$ cat src/design/fslm_pkg.sv
`default_nettype none
// Package of the fixed-slot free list manager: field widths, operation and status codes,
// register map and the configuration struct. It depends on nothing else.
package fslm_pkg;

  localparam int unsigned MaxSlotsDefault = 256;

  localparam int unsigned ModeW   = 2;
  localparam int unsigned SlotW   = 8;
  localparam int unsigned StatusW = 3;
  localparam int unsigned CountW  = 9;

  localparam int unsigned CfgAddrW = 3;
  localparam int unsigned CfgDataW = 32;

  localparam logic [CountW-1:0] SlotCountReset = 9'd256;

  typedef enum logic [ModeW-1:0] {
    ModeAlloc   = 2'd0,
    ModeFree    = 2'd1,
    ModeInit    = 2'd2,
    ModeRelease = 2'd3
  } mode_e;

  typedef enum logic [StatusW-1:0] {
    StOk          = 3'd0,
    StNotInit     = 3'd1,
    StExhausted   = 3'd2,
    StBadSlot     = 3'd3,
    StNothingLent = 3'd4,
    StInUse       = 3'd5
  } status_e;

  typedef enum logic [0:0] {
    RegSlotCount = 1'd0
  } reg_idx_e;

  typedef struct packed {
    logic [CountW-1:0] slot_count;
  } cfg_t;

endpackage
`default_nettype wire

$ cat src/design/fslm_if.sv
`default_nettype none
// Valid/ready channel interfaces for the request and response transfers.
// Depends on fslm_pkg for the field widths.
interface fslm_req_if;
  import fslm_pkg::*;
  logic             valid;
  logic             ready;
  logic [ModeW-1:0] mode;
  logic [SlotW-1:0] slot_index;

  modport source (output valid, mode, slot_index, input ready);
  modport sink (input valid, mode, slot_index, output ready);
endinterface

interface fslm_rsp_if;
  import fslm_pkg::*;
  logic               valid;
  logic               ready;
  logic [StatusW-1:0] status;
  logic [SlotW-1:0]   granted_slot;

  modport source (output valid, status, granted_slot, input ready);
  modport sink (input valid, status, granted_slot, output ready);
endinterface
`default_nettype wire

$ cat src/design/fslm_ram.sv
`default_nettype none
// Generic single-port-write, single-port-read RAM with a registered read.
// Stands alone; no package needed.
module fslm_ram #(
  parameter int unsigned Width = 8,
  parameter int unsigned Depth = 256,
  parameter int unsigned AddrW = (Depth > 1) ? $clog2(Depth) : 1
) (
  input  wire logic             clk_i,
  input  wire logic             we_i,
  input  wire logic [AddrW-1:0] waddr_i,
  input  wire logic [Width-1:0] wdata_i,
  input  wire logic             re_i,
  input  wire logic [AddrW-1:0] raddr_i,
  output logic      [Width-1:0] rdata_o
);

  logic [Width-1:0] mem_q [Depth];
  logic [Width-1:0] rdata_q;

  always_ff @(posedge clk_i) begin
    if (we_i) begin
      mem_q[waddr_i] <= wdata_i;
    end
    if (re_i) begin
      rdata_q <= mem_q[raddr_i];
    end
  end

  assign rdata_o = rdata_q;

endmodule
`default_nettype wire

$ cat src/design/fslm_cfg.sv
`default_nettype none
// APB-style configuration register block holding the slot count.
// Depends on fslm_pkg for the register map and cfg_t.
module fslm_cfg (
  input  wire logic                             clk_i,
  input  wire logic                             rst_ni,
  input  wire logic                             psel,
  input  wire logic                             penable,
  input  wire logic                             pwrite,
  input  wire logic [fslm_pkg::CfgAddrW-1:0]    paddr,
  input  wire logic [fslm_pkg::CfgDataW-1:0]    pwdata,
  output logic      [fslm_pkg::CfgDataW-1:0]    prdata,
  output logic                                  pready,
  output fslm_pkg::cfg_t                        cfg_o
);
  import fslm_pkg::*;

  logic [CountW-1:0] slot_count_q, slot_count_d;
  reg_idx_e          reg_idx;
  logic              wr_en;

  assign reg_idx = reg_idx_e'(paddr[CfgAddrW-1:2]);
  assign wr_en   = psel && penable && pwrite;
  assign pready  = 1'b1;

  always_comb begin
    slot_count_d = slot_count_q;
    prdata       = '0;
    case (reg_idx)
      RegSlotCount: begin
        prdata = CfgDataW'(slot_count_q);
        if (wr_en) begin
          slot_count_d = pwdata[CountW-1:0];
        end
      end
      default: prdata = '0;
    endcase
  end

  always_ff @(posedge clk_i or negedge rst_ni) begin
    if (!rst_ni) begin
      slot_count_q <= SlotCountReset;
    end else begin
      slot_count_q <= slot_count_d;
    end
  end

  assign cfg_o.slot_count = slot_count_q;

endmodule
`default_nettype wire

$ cat src/design/fslm_engine.sv
`default_nettype none
// Free list sequencer: decodes each request, reads and updates the link memory and the
// head and count registers, and holds the response. Depends on fslm_pkg, fslm_if, fslm_ram.
module fslm_engine #(
  parameter int unsigned MAX_SLOTS = fslm_pkg::MaxSlotsDefault,
  parameter int unsigned AddrW     = (MAX_SLOTS > 1) ? $clog2(MAX_SLOTS) : 1
) (
  input  wire logic      clk_i,
  input  wire logic      rst_ni,
  input  wire fslm_pkg::cfg_t cfg_i,
  fslm_req_if.sink       req_i,
  fslm_rsp_if.source     rsp_o
);
  import fslm_pkg::*;

  localparam int unsigned CntMaxInt = (MAX_SLOTS > 511) ? 511 : MAX_SLOTS;
  localparam logic [CountW-1:0] CntMax = CountW'(CntMaxInt);

  typedef enum logic [3:0] {
    S_IDLE = 4'b0001,
    S_EXEC = 4'b0010,
    S_INIT = 4'b0100,
    S_FIN  = 4'b1000
  } state_e;

  state_e             state_q, state_d;
  mode_e              mode_q, mode_d;
  logic [SlotW-1:0]   idx_q, idx_d;
  logic [AddrW-1:0]   head_q, head_d;
  logic               head_valid_q, head_valid_d;
  logic [CountW-1:0]  lent_q, lent_d;
  logic [CountW-1:0]  live_q, live_d;
  logic               pool_live_q, pool_live_d;
  logic [CountW-1:0]  init_cnt_q, init_cnt_d;
  logic [CountW-1:0]  init_n_q, init_n_d;
  logic               rsp_valid_q, rsp_valid_d;
  status_e            status_q, status_d;
  logic [SlotW-1:0]   granted_q, granted_d;

  logic               mem_we, mem_re;
  logic [AddrW-1:0]   mem_waddr, mem_wdata, mem_rdata;

  logic               out_free, load_rsp, alloc_more;
  status_e            ld_status;
  logic [SlotW-1:0]   ld_granted;
  logic [CountW-1:0]  init_n, lent_inc, cnt_inc;

  fslm_ram #(
    .Width (AddrW),
    .Depth (MAX_SLOTS),
    .AddrW (AddrW)
  ) u_link_ram (
    .clk_i   (clk_i),
    .we_i    (mem_we),
    .waddr_i (mem_waddr),
    .wdata_i (mem_wdata),
    .re_i    (mem_re),
    .raddr_i (head_q),
    .rdata_o (mem_rdata)
  );

  assign req_i.ready        = (state_q == S_IDLE);
  assign rsp_o.valid        = rsp_valid_q;
  assign rsp_o.status       = status_q;
  assign rsp_o.granted_slot = granted_q;

  assign out_free   = !rsp_valid_q || rsp_o.ready;
  assign init_n     = (cfg_i.slot_count > CntMax) ? CntMax : cfg_i.slot_count;
  assign lent_inc   = lent_q + CountW'(1);
  assign cnt_inc    = init_cnt_q + CountW'(1);
  assign alloc_more = lent_inc < live_q;

  always_comb begin
    state_d      = state_q;
    mode_d       = mode_q;
    idx_d        = idx_q;
    head_d       = head_q;
    head_valid_d = head_valid_q;
    lent_d       = lent_q;
    live_d       = live_q;
    pool_live_d  = pool_live_q;
    init_cnt_d   = init_cnt_q;
    init_n_d     = init_n_q;
    rsp_valid_d  = rsp_valid_q;
    status_d     = status_q;
    granted_d    = granted_q;
    mem_we       = 1'b0;
    mem_re       = 1'b0;
    mem_waddr    = '0;
    mem_wdata    = '0;
    load_rsp     = 1'b0;
    ld_status    = StOk;
    ld_granted   = '0;

    if (rsp_valid_q && rsp_o.ready) begin
      rsp_valid_d = 1'b0;
    end

    case (state_q)
      S_IDLE: begin
        if (req_i.valid) begin
          // The successor of the head is fetched speculatively for an alloc.
          mode_d  = mode_e'(req_i.mode);
          idx_d   = req_i.slot_index;
          mem_re  = 1'b1;
          state_d = S_EXEC;
        end
      end
      S_EXEC: begin
        if (out_free) begin
          state_d  = S_IDLE;
          load_rsp = 1'b1;
          case (mode_q)
            ModeInit: begin
              if (init_n == '0) begin
                ld_status = StBadSlot;
              end else begin
                load_rsp   = 1'b0;
                init_cnt_d = '0;
                init_n_d   = init_n;
                state_d    = S_INIT;
              end
            end
            ModeRelease: begin
              if (lent_q != '0) begin
                ld_status = StInUse;
              end else begin
                pool_live_d  = 1'b0;
                head_valid_d = 1'b0;
                head_d       = '0;
                live_d       = '0;
              end
            end
            ModeAlloc: begin
              if (!pool_live_q) begin
                ld_status = StNotInit;
              end else if (!head_valid_q || lent_q >= live_q) begin
                ld_status = StExhausted;
              end else begin
                ld_granted   = SlotW'(head_q);
                lent_d       = lent_inc;
                head_valid_d = alloc_more;
                head_d       = alloc_more ? mem_rdata : '0;
              end
            end
            ModeFree: begin
              if (!pool_live_q) begin
                ld_status = StNotInit;
              end else if (CountW'(idx_q) >= live_q) begin
                ld_status = StBadSlot;
              end else if (lent_q == '0) begin
                ld_status = StNothingLent;
              end else begin
                mem_we       = 1'b1;
                mem_waddr    = AddrW'(idx_q);
                mem_wdata    = head_q;
                head_d       = AddrW'(idx_q);
                head_valid_d = 1'b1;
                lent_d       = lent_q - CountW'(1);
              end
            end
            default: ld_status = StOk;
          endcase
        end
      end
      S_INIT: begin
        // One link per cycle; the last slot links to slot 0 as its terminator.
        mem_we    = 1'b1;
        mem_waddr = AddrW'(init_cnt_q);
        mem_wdata = (cnt_inc < init_n_q) ? AddrW'(cnt_inc) : '0;
        if (cnt_inc == init_n_q) begin
          state_d = S_FIN;
        end else begin
          init_cnt_d = cnt_inc;
        end
      end
      S_FIN: begin
        if (out_free) begin
          head_d       = '0;
          head_valid_d = 1'b1;
          lent_d       = '0;
          live_d       = init_n_q;
          pool_live_d  = 1'b1;
          load_rsp     = 1'b1;
          state_d      = S_IDLE;
        end
      end
      default: state_d = S_IDLE;
    endcase

    if (load_rsp) begin
      rsp_valid_d = 1'b1;
      status_d    = ld_status;
      granted_d   = ld_granted;
    end
  end

  always_ff @(posedge clk_i or negedge rst_ni) begin
    if (!rst_ni) begin
      state_q      <= S_IDLE;
      head_q       <= '0;
      head_valid_q <= 1'b0;
      lent_q       <= '0;
      live_q       <= '0;
      pool_live_q  <= 1'b0;
      rsp_valid_q  <= 1'b0;
    end else begin
      state_q      <= state_d;
      head_q       <= head_d;
      head_valid_q <= head_valid_d;
      lent_q       <= lent_d;
      live_q       <= live_d;
      pool_live_q  <= pool_live_d;
      rsp_valid_q  <= rsp_valid_d;
    end
  end

  always_ff @(posedge clk_i) begin
    mode_q     <= mode_d;
    idx_q      <= idx_d;
    init_cnt_q <= init_cnt_d;
    init_n_q   <= init_n_d;
    status_q   <= status_d;
    granted_q  <= granted_d;
  end

  a_lent_bounded: assert property (@(posedge clk_i) disable iff (!rst_ni)
    lent_q <= live_q)
    else $error("lent count exceeds the live slot count");

  a_head_needs_live: assert property (@(posedge clk_i) disable iff (!rst_ni)
    head_valid_q |-> pool_live_q)
    else $error("free list head valid on a dead pool");

  a_no_rw_overlap: assert property (@(posedge clk_i) disable iff (!rst_ni)
    !(mem_we && mem_re))
    else $error("link memory read and written in the same cycle");

  a_accept_to_exec: assert property (@(posedge clk_i) disable iff (!rst_ni)
    (req_i.valid && req_i.ready) |=> (state_q == S_EXEC))
    else $error("accepted request did not enter execution");

endmodule
`default_nettype wire

$ cat src/design/fixed_slot_free_list_manager_core.sv
`default_nettype none
// Fixed-slot free list manager. Each request transfer yields exactly one response transfer.
// Alloc, free and release go from acceptance through a registered read of the link memory at
// the current head to a step that decides and writes back. Init goes through the acceptance
// and decode steps, then strings slot_count links (slot_count saturated to MAX_SLOTS) through
// the single write port of the link memory, one slot per cycle, and ends with a closing step
// that brings the pool live. One request is worked on at a time; a finished response waits in
// an output register while the next request is taken, and a stalled receiver holds that next
// request in its decode step until the register frees.
// The link memory needs no clearing pass after reset: entries are only used once an init
// has written them. The slot count register sits at byte address 0 of the APB port and is
// sampled when an init starts, so writing it never disturbs a live pool.
// Depends on fslm_pkg, fslm_if, fslm_ram, fslm_cfg and fslm_engine.
module fixed_slot_free_list_manager_core #(
  parameter int unsigned MAX_SLOTS = fslm_pkg::MaxSlotsDefault
) (
  input  wire logic                          clk_i,
  input  wire logic                          rst_ni,
  input  wire logic                          psel,
  input  wire logic                          penable,
  input  wire logic                          pwrite,
  input  wire logic [fslm_pkg::CfgAddrW-1:0] paddr,
  input  wire logic [fslm_pkg::CfgDataW-1:0] pwdata,
  output logic      [fslm_pkg::CfgDataW-1:0] prdata,
  output logic                               pready,
  fslm_req_if.sink                           req_i,
  fslm_rsp_if.source                         rsp_o
);
  import fslm_pkg::*;

  cfg_t cfg;

  // Configuration registers behind the APB port.
  fslm_cfg u_cfg (
    .clk_i   (clk_i),
    .rst_ni  (rst_ni),
    .psel    (psel),
    .penable (penable),
    .pwrite  (pwrite),
    .paddr   (paddr),
    .pwdata  (pwdata),
    .prdata  (prdata),
    .pready  (pready),
    .cfg_o   (cfg)
  );

  // Sequencer with the link memory; it owns both channels.
  fslm_engine #(
    .MAX_SLOTS (MAX_SLOTS)
  ) u_engine (
    .clk_i  (clk_i),
    .rst_ni (rst_ni),
    .cfg_i  (cfg),
    .req_i  (req_i),
    .rsp_o  (rsp_o)
  );

endmodule
`default_nettype wire

$ cat src/flat_wrapper.sv
// flat-port wrapper written by rule: the top's interface ports become plain ports
module fixed_slot_free_list_manager_core_flat import fslm_pkg::*;
#(
  parameter int unsigned MAX_SLOTS = fslm_pkg::MaxSlotsDefault
)
  (clk_i, rst_ni, psel, penable, pwrite, paddr, pwdata, prdata, pready, req_i_valid, req_i_mode, req_i_slot_index, req_i_ready, rsp_o_valid, rsp_o_status, rsp_o_granted_slot, rsp_o_ready);
  fslm_req_if req_i_i ();
  fslm_rsp_if rsp_o_i ();
  input  wire logic clk_i;
  input  wire logic rst_ni;
  input  wire logic psel;
  input  wire logic penable;
  input  wire logic pwrite;
  input  wire logic [fslm_pkg::CfgAddrW-1:0] paddr;
  input  wire logic [fslm_pkg::CfgDataW-1:0] pwdata;
  output logic      [fslm_pkg::CfgDataW-1:0] prdata;
  output logic pready;
  input wire logic [$bits(req_i_i.valid)-1:0] req_i_valid;
  input wire logic [$bits(req_i_i.mode)-1:0] req_i_mode;
  input wire logic [$bits(req_i_i.slot_index)-1:0] req_i_slot_index;
  output wire logic [$bits(req_i_i.ready)-1:0] req_i_ready;
  output wire logic [$bits(rsp_o_i.valid)-1:0] rsp_o_valid;
  output wire logic [$bits(rsp_o_i.status)-1:0] rsp_o_status;
  output wire logic [$bits(rsp_o_i.granted_slot)-1:0] rsp_o_granted_slot;
  input wire logic [$bits(rsp_o_i.ready)-1:0] rsp_o_ready;
  assign req_i_i.valid = req_i_valid;
  assign req_i_i.mode = req_i_mode;
  assign req_i_i.slot_index = req_i_slot_index;
  assign req_i_ready = req_i_i.ready;
  assign rsp_o_valid = rsp_o_i.valid;
  assign rsp_o_status = rsp_o_i.status;
  assign rsp_o_granted_slot = rsp_o_i.granted_slot;
  assign rsp_o_i.ready = rsp_o_ready;
  fixed_slot_free_list_manager_core #(.MAX_SLOTS(MAX_SLOTS)) u_core (.clk_i(clk_i), .rst_ni(rst_ni), .psel(psel), .penable(penable), .pwrite(pwrite), .paddr(paddr), .pwdata(pwdata), .prdata(prdata), .pready(pready), .req_i(req_i_i), .rsp_o(rsp_o_i));
endmodule
$ cat config.mk
export PLATFORM = sky130hd
export DESIGN_NAME = fixed_slot_free_list_manager_core_flat
export DESIGN_NICKNAME = d
export VERILOG_FILES = /design/src/design/fslm_pkg.sv /design/src/design/fslm_if.sv /design/src/design/fslm_ram.sv /design/src/design/fslm_cfg.sv /design/src/design/fslm_engine.sv /design/src/design/fixed_slot_free_list_manager_core.sv /design/src/flat_wrapper.sv
export SDC_FILE = /design/constraint.sdc
export NUM_CORES = 2
export LEC_CHECK = 0
export BUFFER_PORTS_ARGS = -buffer_cell sky130_fd_sc_hd__buf_2
export CAP_MARGIN = 20
export CORE_ASPECT_RATIO = 1.2
export CORE_MARGIN = 2
export CORE_UTILIZATION = 30
export CTS_BUF_LIST = sky130_fd_sc_hd__clkbuf_4 sky130_fd_sc_hd__clkbuf_8
export DETAILED_ROUTE_END_ITERATION = 7
export HOLD_SLACK_MARGIN = 0.06
export MAX_ROUTING_LAYER = met4
export SETUP_SLACK_MARGIN = 0.2
export SLEW_MARGIN = 0
export SYNTH_ARGS = -nofsm -noshare
export SYNTH_HDL_FRONTEND = slang
export SYNTH_SLANG_ARGS = --single-unit
$ cat constraint.sdc
create_clock -name clk_i -period 6.2 [get_ports clk_i]
set_input_delay 0.62 -clock clk_i [delete_from_list [all_inputs] [get_ports clk_i]]
set_output_delay 0.62 -clock clk_i [all_outputs]
set_load 0.005 [all_outputs]
# [Yosys cells after proc, flatten, opt, wreduce, memory -nomap -nowiden]
# Memory sizes are Yosys's and may differ from the RTL's. A register that Yosys moved wholly into a read port is not among the register bits.
# Cells that the tools add are included.
[totals] regBits=81 latch_bits=0 ramBits=2048 romBits=0 input_bits=52 out_inout_bits=46 elab_cells=168 mem_count=1
[classes] n_addsub=3 mul=0 div_mod_pow=0 order_cmp=5 eq_ne=25 shift=0 muxes=90 bitwise_logic=6 n_reduce_logical=24
[mem_list] memory="u_core.u_engine.u_link_ram.mem_q" depth=256 word_bits=8 rd=1 rd_ports_with_merged_regs=1 wr=1 line="fslm_ram.sv:18" text="logic [Width-1:0] mem_q [Depth];"
[ops] op="$mux W8" count=20
[ops] op="$mux W9" count=17
[ops] op="$pmux W9 S2" count=4
[ops] op="$pmux W8 S2" count=3
[ops] op="$mux W1" count=25
[ops] op="$pmux W8 S3" count=1
[ops] op="$add A9 B1 Y9 const B" count=2
[ops] op="$logic_not A9 Y1" count=2
[ops] op="$lt A9 B9 Y1" count=2
[ops] op="$mux W3" count=6
[ops] op="$ne A3 B3 Y1 const B" count=6
[ops] op="$mux W4" count=4
[ops] op="$pmux W4 S4" count=1
[ops] op="$ne A2 B2 Y1 const B" count=7
[ops] op="$pmux W3 S4" count=1
[ops] op="$reduce_and A10 Y1" count=1
[ops] op="$reduce_and A5 Y1" count=2
[ops] op="$eq A9 B9 Y1" count=1
[ops] op="$ge A8 B9 Y1" count=1
[ops] op="$ge A9 B9 Y1" count=1
[ops] op="$gt A9 B9 Y1 const B" count=1
[ops] op="$reduce_and A9 Y1" count=1
[ops] op="$reduce_bool A9 Y1" count=1
[ops] op="$sub A9 B1 Y9 const B" count=1
[ops] op="21 further kinds" count=42

# [Depth between registers and ports, before layout]
[depth] depth_word=9 mapped_depth=13

# [Cells and area by module]
# From an unflattened synthesis, not the netlist that was laid out.
[unflattened] cells_unflattened=4245 area_unflattened_um2=84801.3
[by_module_without_submodules] mod="fslm_ram" n_inst=1 cells_each=3733 area_each_um2=79636.4 seq_area_each_um2=61739.2
[by_module_without_submodules] mod="fslm_engine" n_inst=1 cells_each=458 area_each_um2=4546.9 seq_area_each_um2=1998.2
[by_module_without_submodules] mod="fslm_cfg" n_inst=1 cells_each=54 area_each_um2=618.1 seq_area_each_um2=226.5

# [Worst setup path after synthesis]
# No wires, ideal clock.
[synth_path] path_kind="reg-to-reg" start="register u_core.u_engine.init_cnt_q[1]" end="memory u_core.u_engine.u_link_ram.mem_q[0][1], data pin" setup_time_ns=0.900 arrival_ns=5.678 t_required_ns=5.300 path_slack_ns=-0.378 path_stages_with_launch=11 period_less_slack_ns=6.578 path_cell_list="edfxtp_1 > clkbuf_1 > nand3_1 > or2_2 > nor2_1 > xor2_1 > ha_1 > nand3_1 > nand2_1 > a41oi_1 > a32o_1"
[synth_between] elab_chain_len=4
[synth_lines] element="start: declaration" line="fslm_engine.sv:34" text="logic [CountW-1:0] init_cnt_q, init_cnt_d;"
[synth_lines] element="start signal: assignment" line="fslm_engine.sv:221" text="init_cnt_q <= init_cnt_d;"
[synth_lines] element="$add A9 B1 Y9" line="fslm_engine.sv:70" text="assign cnt_inc = init_cnt_q + CountW'(1);"
[synth_lines] element="named net u_core.u_engine.cnt_inc[7]" line="fslm_engine.sv:46" text="logic [CountW-1:0] init_n, lent_inc, cnt_inc;"
[synth_lines] element="$lt A9 B9 Y1" line="fslm_engine.sv:170" text="mem_wdata = (cnt_inc < init_n_q) ? AddrW'(cnt_inc) : '0;"
[synth_lines] element="$mux W8" line="fslm_engine.sv:170"
[synth_lines] element="$pmux W8 S2" line="fslm_engine.sv:99" text="case (state_q)"
[synth_lines] element="named net u_core.u_engine.mem_wdata[1]" line="fslm_engine.sv:41" text="logic [AddrW-1:0] mem_waddr, mem_wdata, mem_rdata;"
[synth_lines] element="end: declaration" line="fslm_ram.sv:18"
# The timed path passes the listed nets, and every way through them passes these cells.

# [Final worst setup path]
[layout_path] start="register u_core.u_engine.idx_q[6]" end="memory u_core.u_engine.u_link_ram.mem_q[41][1], enable pin"
[layout_between] elab_chain_len=8 elab_cells_between_ends=14
[layout_lines] element="start: declaration" line="fslm_engine.sv:28" text="logic [SlotW-1:0] idx_q, idx_d;"
[layout_lines] element="start signal: assignment" line="fslm_engine.sv:220" text="idx_q <= idx_d;"
[layout_lines] element="$ge A8 B9 Y1" line="fslm_engine.sv:149" text="end else if (CountW'(idx_q) >= live_q) begin"
[layout_lines] element="$mux W1" line="fslm_engine.sv:149"
[layout_lines] element="$mux W1" line="fslm_engine.sv:147" text="if (!pool_live_q) begin"
[layout_lines] element="$mux W1" line="fslm_engine.sv:113" text="case (mode_q)"
[layout_lines] element="$mux W1" line="fslm_engine.sv:110" text="if (out_free) begin"
[layout_lines] element="$pmux W1 S2" line="fslm_engine.sv:99"
[layout_lines] element="$mux W1" line="fslm_ram.sv:22" text="if (we_i) begin"
[layout_lines] element="$mux W1 (not written as such)" line="fslm_ram.sv:23" text="mem_q[waddr_i] <= wdata_i;"
# Parallel ways exist; a longest one is shown, timed or not.

==> results.toml <==
[timing]
fmax_mhz = 207.1
setup_violations = 0
period_minus_slack_ps = 4829
whs_ps = 164.3
finalHoldViolCount = 0
skew_ps = 60.74
tightest_slew_ps = 1156
fin_crit_sh = 0.7789
max_slew_margin = 0.2263
maxSlewViolCount = 0
rsz0062_at_grt = "no"

[flow_run]
cap_violations = 0

[yosys]
netlist_area_um2 = 84580
yosysTopAreaCell = "edfxtp_1"
synth.distinct_cells = 77
ys.flop_type = "edfxtp_1"
synth_common_cells = "edfxtp_1 (2095), mux4_2 (487), nor2_1 (246)"
syn_avg_cell_area_um2 = 20.39
ys_warn_count = 0
synth-seq-cells = 2137
synthArstFlopShare = 0.01965
synth-seq-area-share = 0.7563
synth_enable_flop_cells = 2095
yosysMostFrequentCell = "edfxtp_1"
synth_area_leaders = "edfxtp_1 (74%), mux4_2 (13%), dfrtp_1 (1.2%), nor2_1 (1.1%), a22oi_1 (1.1%)"
synth_top_area_share = 0.7438
syn_inst = 4149

[route]
drt_pass1_iterations = 8
drtIter0Drc = 4211
wl_per_cell_um = 24.84
wirelength_mm = 209.9
drc_errors = 0
vias = 42236
antenna_left = 0
viasPerCell = 4.999

[final_layout]
syn_to_final_growth_pct = 13.71
drive_above_1_share = 0.2671
nets = 4546
fin_cells = 8449
n_fill_cell = 26250

[global_route]
grt_max_degree = 157
grt_pass1_vias = 43317
track_usage = 0.1478
antenna_found_initial = 3
grt_pass1_wl_mm = 302.7
grt.overflow.total = 0

[clock_tree]
clkTransAtPathRegs_ps = 60
cts_buffers = 319
insertion_delay_ps = 930
cts_sinks = 2137
h-tree-depth = 5
root_buffer = "clkbuf_8"
clockBufferDepth = 4
cts_setup_buffers = 0
cts_tree = "done"

[worst_setup_path]
reg2reg_depth = 8
required_ps = 6710
cp-start-kind = "flip-flop"
path_class = "reg -> reg"
worstPathCellList = "ha_1, a211oi_1, o32ai_1, a21oi_2, nand3_2, o32ai_4, nand2_2, nor2_1"
r2r_end = "u_core.u_engine.u_link_ram.mem_q[41][1]"
endpoint_kind = "flip-flop"
critPathBufInv = 0
path_delay_family = "simple AND/OR/NAND/NOR gates"
arrival_ps = 5340
path_max_fanout = 17
crit_path_top_delay_cell = "nor2_1"
reg2reg_from = "u_core.u_engine.idx_q[6]"
crit_path_max_incr_delay_ps = 940
ff2ff_setup_slack_ps = 1370

[placement]
io_buffer_count = 48
place_inst = 7862
gp_congestion = 0.8418
hpwl_mm = 125.0

[power]
powerDensity_nw_per_um2 = 323.3
p_leak_uw = 0.03353
max-vdd-ir-drop_mv = 0.2101

[floorplanning]
ios = 98
die_x_um = 488.7
num_rows = 213
start_util = 0.3014
fp.dieH_um = 585.6
core_um2 = 280600
dieArea_um2 = 286200

[status]
status = "complete, no violations"

[min_path]
hp-class = "in -> async"
[metrics by stage]
step	area, µm²	util	setup TNS, ps	worst slack (ps)	total power [µW]
6_report	96170	0.3427	0	1371	31100
5_1_grt	96170	0.3427	0	1161	32150
4_1_cts	96090	0.3424	0	1352	31370
3_5_place_dp	89860	0.3202	0	1379	20320
3_3_place_gp	89830	0.3201	0	1313	20300
2_1_floorplan	84670	-	-27710	-108.2	18970
[worst reg2reg max path: stages (launching register included)]
cell	delay [ps]
edfxtp_1	500
ha_1	360
a211oi_1	260
o32ai_1	150
a21oi_2	280
nand3_2	530
o32ai_4	600
nand2_2	770
nor2_1	970
[area by class of cell]
| type | instances | area (µm²) | area share |
|---|---|---|---|
| Clock inverter | 133 | 784.5 | 0.008157 |
| Tap cell | 3762 | 4707 | 0.04894 |
| Multi-Input combinational cell | 1719 | 19200 | 0.1997 |
| Sequential cell | 2137 | 63980 | 0.6652 |
| Clock buffer | 422 | 5233 | 0.05441 |
| Timing Repair Buffer | 242 | 2147 | 0.02233 |
| Antenna cell | 3 | 7.507 | 0.00007806 |
| Inverter | 31 | 116.4 | 0.001210 |
[power by group]
part	switching (µW)	internal [µW]	leakage, µW
Sequential	249	15800	0.0242
Combinational	2460	1470	0.00621
Clock	5340	5750	0.00316
Total	8050	23100	0.0335
[flip-flops by register name, indices dropped and copies added (netlist names), 3 cells and up]
register	flops
u_core.u_cfg.cfg_o	9
u_core.u_engine.head_q	8
u_core.u_engine.idx_q	8
u_core.u_engine.init_cnt_q	9
u_core.u_engine.init_n_q	9
u_core.u_engine.lent_q	9
u_core.u_engine.live_q	9
u_core.u_engine.rsp_o.granted_slot	8
u_core.u_engine.rsp_o.status	3
u_core.u_engine.state_q	4
u_core.u_engine.u_link_ram.mem_q	2048
u_core.u_engine.u_link_ram.rdata_o	8
[cells in the final DEF (no fill, tap or decap), drive strengths merged, types with 34 or more instances in the layout]
cell type / count
dfrtp: 40
nand2: 80
mux2i: 80
a22o: 56
a221oi: 54
buf: 219
inv: 35
clkbuf: 424
nand3: 56
ha: 44
clkinv: 112
nor3: 88
a22oi: 120
a21oi: 58
edfxtp: 2095
nor2: 246
mux4: 487
o211ai: 34
[logic make-up after synthesis]
| logic type | count (synthesis) | share of synthesized area |
|---|---|---|
| flops | 2137 | 0.7563 |
| simple gates | 613 | 0.03445 |
| mux | 576 | 0.1403 |
| compound gates | 447 | 0.04036 |
| buf+inv | 315 | 0.02043 |
| fa+ha+maj | 44 | 0.006509 |
| xor+xnor | 15 | 0.001553 |
| other cells | 2 | 0.00008879 |
[layer usage]
metal	GRT usage	share of wire
met2	0.2438	0.50
met4	0.05931	0.042
met1	0.1810	0.39
met3	0.02462	0.072
met5	-	0
[repair_timing]
| item | 4_1_cts | 5_1_grt |
|---|---|---|
| gates resized for setup | 0 | 0 |
| endpoints found under the hold margin | 60 | 0 |
| hold buffers | 21 | 0 |
[how the worst max path moves through the flow]
stage	startpoint	to	slack (ps)	cells after the start
floorplan	u_core.u_engine.init_cnt_q[1]	u_core.u_engine.u_link_ram.mem_q[0][0]	-110	10
global placement	u_core.u_engine.idx_q[2]	u_core.u_engine.u_link_ram.mem_q[133][0]	1310	9
detailed placement	u_core.u_engine.idx_q[6]	u_core.u_engine.u_link_ram.mem_q[144][0]	1380	8
CTS	u_core.u_engine.idx_q[6]	u_core.u_engine.u_link_ram.mem_q[10][1]	1350	8
global route	u_core.u_engine.idx_q[2]	u_core.u_engine.u_link_ram.mem_q[156][7]	1160	8
finish	u_core.u_engine.idx_q[6]	u_core.u_engine.u_link_ram.mem_q[41][1]	1370	8
Power figures use the tool's default switching activity.
